**src/design/awp_pkg.sv**
```systemverilog
// ----------------------------------------------------------------------------
// awp_pkg
// Types and constants shared by the auto-scaled waveform plotter.
// ----------------------------------------------------------------------------
package awp_pkg;

  localparam int unsigned RING_DEPTH_DEF = 64;

  localparam int unsigned SAMPLE_W = 16;
  localparam int unsigned NUM_W    = 23;  // scale (7 bit) times sample difference
  localparam int unsigned QUOT_W   = 7;   // row never exceeds height - 1
  localparam int unsigned STEP_W   = 3;

  localparam logic [SAMPLE_W-1:0] SAMPLE_MAX   = 16'hFFFF;
  localparam logic [SAMPLE_W-1:0] MIN_SPAN_RST = 16'd100;
  localparam logic [6:0]          PLOT_LEFT_RST = 7'd0;

  // opcodes
  localparam logic [1:0] OP_PUSH  = 2'd0;
  localparam logic [1:0] OP_DRAW  = 2'd1;
  localparam logic [1:0] OP_CLEAR = 2'd2;

  // configuration register indexes
  localparam logic REG_MIN_SPAN  = 1'b0;
  localparam logic REG_PLOT_LEFT = 1'b1;

  typedef struct packed {
    logic [1:0]          opcode;
    logic [SAMPLE_W-1:0] sample;
    logic [5:0]          plot_top;
    logic [6:0]          plot_height;
  } cmd_t;

  typedef struct packed {
    logic [7:0] point_x;
    logic [6:0] point_y;
    logic [7:0] from_x;
    logic [6:0] from_y;
    logic       connect;
    logic       last;
  } res_t;

  typedef enum logic [2:0] {
    ST_IDLE,
    ST_SCAN_RD,
    ST_SCAN_CMP,
    ST_WIDEN,
    ST_PT_RD,
    ST_PT_MUL,
    ST_PT_DIV,
    ST_PT_EMIT
  } state_e;

endpackage

```
**src/design/autoscaled_waveform_plotter.sv**
```systemverilog
// ----------------------------------------------------------------------------
// autoscaled_waveform_plotter
// Sample ring with auto-scaled plotting: one shared compare-subtract unit
// turns each stored sample into a screen point, one bit of the row per cycle.
// ----------------------------------------------------------------------------
// push and clear leave busy low
// a draw keeps busy high through the min/max scan (a read and a compare per
//   sample), one step to widen the band, then per point a ram read, multiply,
//   seven divide steps and emit on the shared divider
// each point appears on res_o for one cycle, in the cycle after its emit step
// reset empties the ring and loads min_span 100, plot_left 0; ring data undefined
module autoscaled_waveform_plotter #(
  parameter int unsigned RING_DEPTH = awp_pkg::RING_DEPTH_DEF
) (
  input  logic          clk_i,
  input  logic          rst_ni,
  input  logic          start,
  output logic          busy,
  input  awp_pkg::cmd_t cmd_i,
  input  logic          cfg_we_i,
  input  logic          cfg_addr_i,
  input  logic [15:0]   cfg_wdata_i,
  output logic          res_valid_o,
  output awp_pkg::res_t res_o
);

  localparam int unsigned PW = (RING_DEPTH > 1) ? $clog2(RING_DEPTH) : 1;
  localparam int unsigned CW = $clog2(RING_DEPTH + 1);
  localparam int unsigned SW = awp_pkg::SAMPLE_W;
  localparam int unsigned NW = awp_pkg::NUM_W;
  localparam int unsigned QW = awp_pkg::QUOT_W;
  localparam int unsigned KW = awp_pkg::STEP_W;

  // configuration
  logic [SW-1:0] min_span_q;
  logic [6:0]    plot_left_q;

  always_ff @(posedge clk_i or negedge rst_ni) begin
    if (!rst_ni) begin
      min_span_q  <= awp_pkg::MIN_SPAN_RST;
      plot_left_q <= awp_pkg::PLOT_LEFT_RST;
    end else if (cfg_we_i) begin
      case (cfg_addr_i)
        awp_pkg::REG_MIN_SPAN:  min_span_q  <= cfg_wdata_i;
        awp_pkg::REG_PLOT_LEFT: plot_left_q <= cfg_wdata_i[6:0];
        default: ;
      endcase
    end
  end

  awp_pkg::state_e state_q, state_d;

  logic [PW-1:0] wp_q, wp_d;
  logic [CW-1:0] cnt_q, cnt_d;
  logic [PW-1:0] rd_ptr_q, rd_ptr_d;
  logic [PW-1:0] start_q, start_d;
  logic [CW-1:0] idx_q, idx_d;
  logic [SW-1:0] lo_q, lo_d, hi_q, hi_d, span_q, span_d;
  logic [5:0]    top_q, top_d;
  logic [QW-1:0] scale_q, scale_d;
  logic [NW-1:0] num_q, num_d;
  logic [QW-1:0] quot_q, quot_d;
  logic [KW-1:0] k_q, k_d;
  logic [7:0]    x_q, x_d, px_q, px_d;
  logic [6:0]    py_q, py_d;
  logic          res_valid_q, res_valid_d;
  awp_pkg::res_t res_q, res_d;

  logic          ram_we;
  logic [SW-1:0] ram_rdata;

  awp_ram #(
    .WIDTH (SW),
    .DEPTH (RING_DEPTH)
  ) u_ring (
    .clk_i   (clk_i),
    .we_i    (ram_we),
    .waddr_i (wp_q),
    .wdata_i (cmd_i.sample),
    .raddr_i (rd_ptr_q),
    .rdata_o (ram_rdata)
  );

  logic          accept;
  logic [CW:0]   start_sum;
  logic [PW-1:0] start_calc;
  logic [PW-1:0] rd_ptr_inc;
  logic [CW-1:0] idx_inc;
  logic          idx_last;
  logic [SW-1:0] ms;
  logic [SW-1:0] raw_span;
  logic [SW:0]   mid_sum;
  logic [SW-1:0] mid, half, nlo;
  logic [SW:0]   nhi_sum;
  logic [SW-1:0] v_clamp, diff;
  logic [NW-1:0] trial;
  logic [6:0]    y_calc;

  assign accept = start && !busy;
  assign busy   = (state_q != awp_pkg::ST_IDLE);
  assign ram_we = accept && (cmd_i.opcode == awp_pkg::OP_PUSH);

  // oldest entry: (wp + depth - count) mod depth, sum stays below twice the depth
  assign start_sum  = (CW+1)'(wp_q) + (CW+1)'(RING_DEPTH) - (CW+1)'(cnt_q);
  assign start_calc = (start_sum >= (CW+1)'(RING_DEPTH)) ?
                      PW'(start_sum - (CW+1)'(RING_DEPTH)) : PW'(start_sum);

  assign rd_ptr_inc = (rd_ptr_q == PW'(RING_DEPTH - 1)) ? '0 : rd_ptr_q + PW'(1);
  assign idx_inc    = idx_q + CW'(1);
  assign idx_last   = (idx_inc == cnt_q);

  // band widening
  assign ms       = (min_span_q == '0) ? SW'(1) : min_span_q;
  assign raw_span = hi_q - lo_q;
  assign mid_sum  = {1'b0, lo_q} + {1'b0, hi_q};
  assign mid      = mid_sum[SW:1];
  assign half     = {1'b0, ms[SW-1:1]};
  assign nlo      = (mid > half) ? (mid - half) : '0;
  assign nhi_sum  = {1'b0, nlo} + {1'b0, ms};

  assign v_clamp = (ram_rdata < lo_q) ? lo_q : ((ram_rdata > hi_q) ? hi_q : ram_rdata);
  assign diff    = hi_q - v_clamp;

  // shared compare-subtract unit of the row divider
  assign trial  = NW'(span_q) << k_q;
  assign y_calc = 7'({1'b0, top_q}) + quot_q;

  always_comb begin
    state_d     = state_q;
    wp_d        = wp_q;
    cnt_d       = cnt_q;
    rd_ptr_d    = rd_ptr_q;
    start_d     = start_q;
    idx_d       = idx_q;
    lo_d        = lo_q;
    hi_d        = hi_q;
    span_d      = span_q;
    top_d       = top_q;
    scale_d     = scale_q;
    num_d       = num_q;
    quot_d      = quot_q;
    k_d         = k_q;
    x_d         = x_q;
    px_d        = px_q;
    py_d        = py_q;
    res_valid_d = 1'b0;
    res_d       = res_q;

    case (state_q)
      awp_pkg::ST_IDLE: begin
        if (accept) begin
          case (cmd_i.opcode)
            awp_pkg::OP_PUSH: begin
              wp_d = (wp_q == PW'(RING_DEPTH - 1)) ? '0 : wp_q + PW'(1);
              if (cnt_q != CW'(RING_DEPTH)) begin
                cnt_d = cnt_q + CW'(1);
              end
            end
            awp_pkg::OP_CLEAR: begin
              wp_d  = '0;
              cnt_d = '0;
            end
            awp_pkg::OP_DRAW: begin
              if (cnt_q != '0) begin
                rd_ptr_d = start_calc;
                start_d  = start_calc;
                idx_d    = '0;
                lo_d     = awp_pkg::SAMPLE_MAX;
                hi_d     = '0;
                top_d    = cmd_i.plot_top;
                scale_d  = (cmd_i.plot_height == '0) ? '0 : cmd_i.plot_height - QW'(1);
                x_d      = 8'(plot_left_q) + 8'(RING_DEPTH) - 8'(cnt_q);
                state_d  = awp_pkg::ST_SCAN_RD;
              end
            end
            default: ;
          endcase
        end
      end
      awp_pkg::ST_SCAN_RD: begin
        state_d = awp_pkg::ST_SCAN_CMP;
      end
      awp_pkg::ST_SCAN_CMP: begin
        if (ram_rdata < lo_q) lo_d = ram_rdata;
        if (ram_rdata > hi_q) hi_d = ram_rdata;
        if (idx_last) begin
          rd_ptr_d = start_q;
          idx_d    = '0;
          state_d  = awp_pkg::ST_WIDEN;
        end else begin
          rd_ptr_d = rd_ptr_inc;
          idx_d    = idx_inc;
          state_d  = awp_pkg::ST_SCAN_RD;
        end
      end
      awp_pkg::ST_WIDEN: begin
        if (raw_span < ms) begin
          lo_d   = nlo;
          hi_d   = nhi_sum[SW] ? awp_pkg::SAMPLE_MAX : nhi_sum[SW-1:0];
          span_d = ms;
        end else begin
          span_d = raw_span;
        end
        state_d = awp_pkg::ST_PT_RD;
      end
      awp_pkg::ST_PT_RD: begin
        state_d = awp_pkg::ST_PT_MUL;
      end
      awp_pkg::ST_PT_MUL: begin
        num_d   = NW'(scale_q) * NW'(diff);
        quot_d  = '0;
        k_d     = KW'(QW - 1);
        state_d = awp_pkg::ST_PT_DIV;
      end
      awp_pkg::ST_PT_DIV: begin
        if (num_q >= trial) begin
          num_d       = num_q - trial;
          quot_d[k_q] = 1'b1;
        end
        if (k_q == '0) begin
          state_d = awp_pkg::ST_PT_EMIT;
        end else begin
          k_d = k_q - KW'(1);
        end
      end
      awp_pkg::ST_PT_EMIT: begin
        res_valid_d   = 1'b1;
        res_d.point_x = x_q;
        res_d.point_y = y_calc;
        res_d.from_x  = (idx_q == '0) ? '0 : px_q;
        res_d.from_y  = (idx_q == '0) ? '0 : py_q;
        res_d.connect = (idx_q != '0);
        res_d.last    = idx_last;
        px_d          = x_q;
        py_d          = y_calc;
        x_d           = x_q + 8'd1;
        rd_ptr_d      = rd_ptr_inc;
        idx_d         = idx_inc;
        state_d       = idx_last ? awp_pkg::ST_IDLE : awp_pkg::ST_PT_RD;
      end
      default: begin
        state_d = awp_pkg::ST_IDLE;
      end
    endcase
  end

  always_ff @(posedge clk_i or negedge rst_ni) begin
    if (!rst_ni) begin
      state_q     <= awp_pkg::ST_IDLE;
      wp_q        <= '0;
      cnt_q       <= '0;
      res_valid_q <= 1'b0;
    end else begin
      state_q     <= state_d;
      wp_q        <= wp_d;
      cnt_q       <= cnt_d;
      res_valid_q <= res_valid_d;
    end
  end

  always_ff @(posedge clk_i) begin
    rd_ptr_q <= rd_ptr_d;
    start_q  <= start_d;
    idx_q    <= idx_d;
    lo_q     <= lo_d;
    hi_q     <= hi_d;
    span_q   <= span_d;
    top_q    <= top_d;
    scale_q  <= scale_d;
    num_q    <= num_d;
    quot_q   <= quot_d;
    k_q      <= k_d;
    x_q      <= x_d;
    px_q     <= px_d;
    py_q     <= py_d;
    res_q    <= res_d;
  end

  assign res_valid_o = res_valid_q;
  assign res_o       = res_q;

`ifndef SYNTHESIS
  a_cnt_range: assert property (@(posedge clk_i) disable iff (!rst_ni)
    cnt_q <= CW'(RING_DEPTH))
    else $error("sample count beyond ring depth");

  a_wp_range: assert property (@(posedge clk_i) disable iff (!rst_ni)
    wp_q <= PW'(RING_DEPTH - 1))
    else $error("write pointer beyond ring depth");

  a_res_after_emit: assert property (@(posedge clk_i) disable iff (!rst_ni)
    res_valid_o |-> $past(state_q == awp_pkg::ST_PT_EMIT))
    else $error("item strobe without emit step");

  a_row_bound: assert property (@(posedge clk_i) disable iff (!rst_ni)
    (state_q == awp_pkg::ST_PT_EMIT) |-> (quot_q <= scale_q))
    else $error("row exceeds plot height");

  a_band_order: assert property (@(posedge clk_i) disable iff (!rst_ni)
    (state_q == awp_pkg::ST_PT_MUL) |-> (lo_q <= hi_q))
    else $error("band bounds out of order");
`endif

endmodule

```
**src/design/awp_ram.sv**
```systemverilog
// ----------------------------------------------------------------------------
// awp_ram
// Simple dual-port RAM: one write port, one read port with registered data.
// ----------------------------------------------------------------------------
module awp_ram #(
  parameter int unsigned WIDTH = 16,
  parameter int unsigned DEPTH = 64
) (
  input  logic                     clk_i,
  input  logic                     we_i,
  input  logic [$clog2(DEPTH)-1:0] waddr_i,
  input  logic [WIDTH-1:0]         wdata_i,
  input  logic [$clog2(DEPTH)-1:0] raddr_i,
  output logic [WIDTH-1:0]         rdata_o
);

  logic [WIDTH-1:0] mem_q [DEPTH];

  always_ff @(posedge clk_i) begin
    if (we_i) begin
      mem_q[waddr_i] <= wdata_i;
    end
    rdata_o <= mem_q[raddr_i];
  end

endmodule

```
**config.mk**
```make
export PLATFORM = sky130hd
export DESIGN_NAME = autoscaled_waveform_plotter
export DESIGN_NICKNAME = d
export VERILOG_FILES = /design/src/design/awp_pkg.sv /design/src/design/autoscaled_waveform_plotter.sv /design/src/design/awp_ram.sv
export SDC_FILE = /design/constraint.sdc
export NUM_CORES = 2
export LEC_CHECK = 0
export BUFFER_PORTS_ARGS = -buffer_cell sky130_fd_sc_hd__buf_2
export CORE_UTILIZATION = 45
export DETAILED_ROUTE_END_ITERATION = 12
export PLACE_DENSITY_LB_ADDON = 0.1
export SYNTH_ARGS = -nofsm -noshare
export SYNTH_HDL_FRONTEND = slang
export SYNTH_HIERARCHICAL = 1
export SYNTH_SLANG_ARGS = --single-unit
```
**constraint.sdc**
```tcl
create_clock -name clk_i -period 18.9 [get_ports clk_i]
set_input_delay 4.725 -clock clk_i [delete_from_list [all_inputs] [get_ports clk_i]]
set_output_delay 4.725 -clock clk_i [all_outputs]
set_load 0.03 [all_outputs]
```
* After elaboration in Yosys (flattened, before gate mapping)
Memories as Yosys holds them, arrays and structs flattened. A register that Yosys moved wholly into a read port is not among the register bits.
Cells that the tools add are included.
** Operators by class
- Muxes and demuxes :: 56
- Reductions and logical operators :: 30
- Equality and inequality tests :: 23
- $lt $le $gt $ge :: 8
- Add/sub/neg operators :: 19
- $mul :: 1
- Shift operators :: 1
- Bitwise gates (word level) :: 2
** Operator list (number)
- two-way mux 16 bit :: 16
- case mux 16 bit (3 select lines) :: 2
- case mux 23 bit (2 select lines) :: 1
- two-way mux 6 bit :: 7
- two-way mux 7 bit :: 6
- adder 16 x 16 -> 17 bit :: 2
- < comparator 16 bit :: 2
- subtractor 16 bit :: 2
- case mux 7 bit (2 select lines) :: 2
- two-way mux 8 bit :: 3
- case mux 3 bit (8 select lines) :: 1
- >= comparator 23 bit :: 1
- multiplier 7 x 16 -> 23 bit :: 1
- two-way mux 23 bit :: 1
- << shifter 16 x 3 -> 23 bit :: 1
- subtractor 23 bit :: 1
- case mux 7 bit (3 select lines) :: 1
- AND reduction 4 bit :: 5
- two-way mux 3 bit :: 6
- case mux 6 bit (3 select lines) :: 1
- > comparator 16 x 15 -> 1 bit :: 1
- > comparator 16 bit :: 1
- logical NOT 16 bit :: 1
- != test 2 bit, second input constant :: 8
- other kinds (42) :: 67
** Word-level totals
- Memories :: 1
- Output and inout bits :: 34
- Bits in writable memories :: 1024
- Logic and storage cells :: 165
- Bits in registers :: 193
- Input bits :: 52
** Memory list
- u_ring.mem_q :: depth 64, width 16, read ports 1, clocked after Yosys merged registers in 1, wr ports 1, RTL line awp_ram.sv:17 : logic [WIDTH-1:0] mem_q [DEPTH];

* Depth between registers and ports, before layout
- Depth after elaboration :: 8
- Gate-level depth with buffers :: 38
- Gate-level depth less buffers :: 36

* By module
The synthesis kept the hierarchy.
** By module, submodules not included
- awp_ram :: instances 1, sequential area each 31069.8 µm², cells an instance 1811, area each 39869.5 µm²
- autoscaled_waveform_plotter :: instances 1, sequential area each 5599.1 µm², cells an instance 2125, area each 19479.9 µm²

* Least setup slack after synthesis
Ideal clock, no wire load.
- Path type :: register to register
- Start point :: register hi_q[1]
- End point :: register num_q[21], data pin
- Arrival time :: 8139 ps
- Setup time :: 273 ps
- Data required time :: 18627 ps
- Setup slack :: 10488 ps
- Clock period less this slack :: 8412 ps
- Cell stages (with the launch flop) :: 38
- Path buffers :: 2
- Path through :: edfxtp_1 > inv_1 > ha_1 > nor2b_1 > o211ai_1 > a21oi_1 > o31ai_1 > a22o_1 > buf_2 > buf_2 > a21oi_1 > o21ai_0 > ha_1 > inv_1 > fa_1 > a21o_1 > a21oi_2 > nor2b_1 > [... 2 more ...] > a21oi_1 > xnor2_1 > and2_1 > fa_1 > fa_1 > fa_1 > inv_1 > fa_1 > inv_1 > ha_1 > a2111oi_0 > nand2_1 > o21ai_0 > a211oi_1 > o21bai_1 > mux2i_1 > nor4_1 > o211ai_1
** On the way
- Cells in the longest elaborated chain, start to end :: 6
** RTL lines
- start: declaration :: RTL line autoscaled_waveform_plotter.sv:58 : logic [SW-1:0] lo_q, lo_d, hi_q, hi_d, span_q, span_d;
- start signal: assignment :: RTL line autoscaled_waveform_plotter.sv:266 : hi_q <= hi_d;
- > comparator 16 bit :: RTL line autoscaled_waveform_plotter.sv:121 : assign v_clamp = (ram_rdata < lo_q) ? lo_q : ((ram_rdata > hi_q) ? hi_q : ram_rdata);
- two-way mux 16 bit (2 in series) :: RTL line autoscaled_waveform_plotter.sv:121
- subtractor 16 bit (*) :: RTL line autoscaled_waveform_plotter.sv:122 : assign diff = hi_q - v_clamp;
- multiplier 7 x 16 -> 23 bit (*) :: RTL line autoscaled_waveform_plotter.sv:210 : num_d = NW'(scale_q) * NW'(diff);
- case mux 23 bit (2 select lines) (*) :: RTL line autoscaled_waveform_plotter.sv:149 : case (state_q)
- via num_d[21] :: RTL line autoscaled_waveform_plotter.sv:61 : logic [NW-1:0] num_q, num_d;
- end signal: assignment :: RTL line autoscaled_waveform_plotter.sv:270 : num_q <= num_d;
- end: declaration :: RTL line autoscaled_waveform_plotter.sv:61
The timed path passes the listed nets; every way through them passes the cells marked *.
A chain may end at the register's enable or synchronous reset.

* Final worst setup path
Ends and elaborated chain as after synthesis.

==> flow_metrics.tcl <==
set metrics [dict create \
    drv_cap 0 \
    synth_most_common_cell "edfxtp_1" \
    yosysWarningCount 6 \
    postCtsHoldBufs 0 \
    grt_antenna_before_repair 3 \
    finalWorstPathRequiredPeriod_ns 9.67 \
    rsz0062_at_grt "no" \
    outcome "finished clean" \
    via_count 33900 \
    grt_pass1_wl_mm 225 \
    clk_latency_ns 0.78 \
    slowest_delay_ns 0.88 \
    drc 0 \
    grt_max_degree 111 \
    cpMostUsedCell "fa_1" \
    ys_seq_area_share_pct 61.8 \
    core_um2 130000 \
    setup.worst_path.end_class "register" \
    setup_viol 0 \
    io_pins 86 \
    grtUsageTotal_pct 23.0 \
    rows 132 \
    io_buffers 85 \
    htreeDepth 4 \
    dp_hpwl_mm 97.2 \
    layout.nets 4434 \
    die_w_um 365 \
    syn_inst 3936 \
    firstDrtPassIters 5 \
    overflow 0 \
    syn_to_final_growth_pct 11.9 \
    numClockSinks 1233 \
    initial_core_util_pct 45.6 \
    syn_area_um2 59300 \
    cts_tree "done" \
    synth.distinct_cells 89 \
    fmax_ghz 0.103 \
    drtIter0Drc 2763 \
    finalHoldViolations 0 \
    worst-path-max-fanout 19 \
    fin_setup_tns_ns 0 \
    postCtsSetupBuffers 0 \
    fillCellCount 11000 \
    path_class "reg -> reg" \
    synthArstFlopShare_pct 3.24 \
    synth_ff_type "edfxtp_1" \
    yosysTopAreaCell "edfxtp_1" \
    antenna_left 0 \
    cp.arrival_ns 10.14 \
    worstMarginPinSlew_ns 1.20 \
    skew_ns 0.0472 \
    slew_violations 0 \
    drive_gt1_share_pct 16.9 \
    clk_transition_reported_paths_ns 0.06 \
    die_area_um2 133000 \
    synth_edf_count 1177 \
    cts-resized-gates 0 \
    synth_top_cell_area_share_pct 59.6 \
    drt_wl_total_mm 151 \
    die_h_um 365 \
    crit_required_ns 19.37 \
    cpMaxStageDelayCell "a22o_1" \
    vias_per_cell 5.70 \
    grt_pass1_vias 34000 \
    yosys_register_bits 1233 \
    finalWeightedCongestion 0.861 \
    synth_area_leaders "edfxtp_1, mux4_2, ha_1, fa_1, mux2i_1" \
    min_period_over_period_pct 51.2 \
    netlist_top_cells_count "edfxtp_1, nor2_1, mux4_2, ha_1, inv_1" \
    slew_headroom_pct 19.7 \
    wl_per_cell_um 25.4 \
    hold_path.class "reg -> reg" \
    cts_buffers 137 \
    ctsLongestPathBuffers 3 \
    cp-start-kind "register" \
    cts_root_buffer "clkbuf_16" \
    synth.avg_cell_area_um2 15.1 \
    syn_nets 4287 \
]
sequential cells by signal (all words and copies together) (netlist names), 7 cells and up:
register / cells
quot_q: 7
span_q: 16
u_ring/mem_q: 1024
scale_q: 7
lo_q: 16
min_span_q: 16
idx_q: 7
hi_q: 16
u_ring/rdata_o: 16
plot_left_q: 7
num_q: 23
x_q: 8
cnt_q: 7
res_o: 32
area by class of cell:
| type | count | area, um^2 | share of cell area (%) |
|---|---|---|---|
| inverter | 185 | 694 | 1.05 |
| clock buffer | 179 | 3660 | 5.51 |
| timing repair buffer | 201 | 1350 | 2.03 |
| tap | 1742 | 2180 | 3.28 |
| sequential | 1233 | 36700 | 55.2 |
| antenna | 1 | 2.50 | 0.00377 |
| clock inverter | 72 | 798 | 1.20 |
| multi-input combinational | 2325 | 21100 | 31.7 |
routing by layer:
layer | vias to the layer above | track usage [%] | wire length, um
met4 | 2 | 6.23 | 3370
met5 | - | 0 | 12
met3 | 187 | 3.30 | 7070
met1 | 17300 | 31.1 | 65700
met2 | 824 | 38.8 | 74400
li1 | 15500 | - | -
cell usage in the layout (no fill, tap or decap), drive strengths merged, types with 43 or more instances in the layout:
cell    count
nand3      65
a21oi     170
mux2i     138
buf       201
xor2       43
nor2b      71
mux4      229
nand2     179
fa         78
a22oi      65
clkbuf    179
and2       95
edfxtp   1177
nor2      237
xnor2      81
o21ai     127
ha        221
a21o       44
clkinv     57
inv       188
metrics by stage:
| step | util (%) | cell area, um^2 | std cells | worst slack, ns | hold slack, ns |
|---|---|---|---|---|---|
| after detailed placement | 47.6 | 62000 | 5686 | 9.23 | 0.463 |
| after floorplan | - | 59300 | 3936 | 10.49 | 0.449 |
| after CTS | 51.0 | 66400 | 5937 | 9.18 | 0.475 |
| final | 51.0 | 66400 | 5938 | 9.23 | 0.475 |
| after global routing | 51.0 | 66400 | 5937 | 8.52 | 0.497 |
| after global placement | 47.6 | 62000 | 5686 | 9.36 | 0.457 |
critical path, delay by kind of cell, from the launching register on:
kind	cells	cell delay, ns
buffers and inverters	4	0.24
XOR/XNOR	1	0.30
flip-flops	1	0.62
multiplexers	1	0.10
adder cells (fa/ha/maj)	8	3.32
AO/OA/AOI/OAI	16	3.95
AND/OR/NAND/NOR	5	0.82
cell families (layout without fill, tap and decap cells):
kind of cell	after synthesis	after routing	synth area share [%]
AO/OA/AOI/OAI	664	664	7.52
XOR/XNOR	124	124	1.83
adder cells (fa/ha/maj)	299	299	7.29
buffers and inverters	378	637	2.83
flip-flops	1233	1233	61.8
multiplexers	406	406	11.8
other	0	1	0
AND/OR/NAND/NOR	832	832	6.97
path summary, 6_finish.rpt:
| kind | startpoint | end | slack [ns] | cells past startpoint |
|---|---|---|---|---|
| max | hi_q[1] | num_q[21] | 9.23 | 35 |
| min in group asynchronous | rst_ni | wp_q[0] | 4.13 | 1 |
| min | x_q[7] | res_o[31] | 0.47 | 0 |
| max reg2reg | hi_q[1] | num_q[21] | 9.23 | 35 |
| max in group asynchronous | rst_ni | min_span_q[14] | 14.12 | 1 |
| min reg2reg | x_q[7] | res_o[31] | 0.47 | 0 |
Power is left out: the tool's default activity adds up to more than one toggle a clock period on the data nets, which glitch-free logic cannot reach.
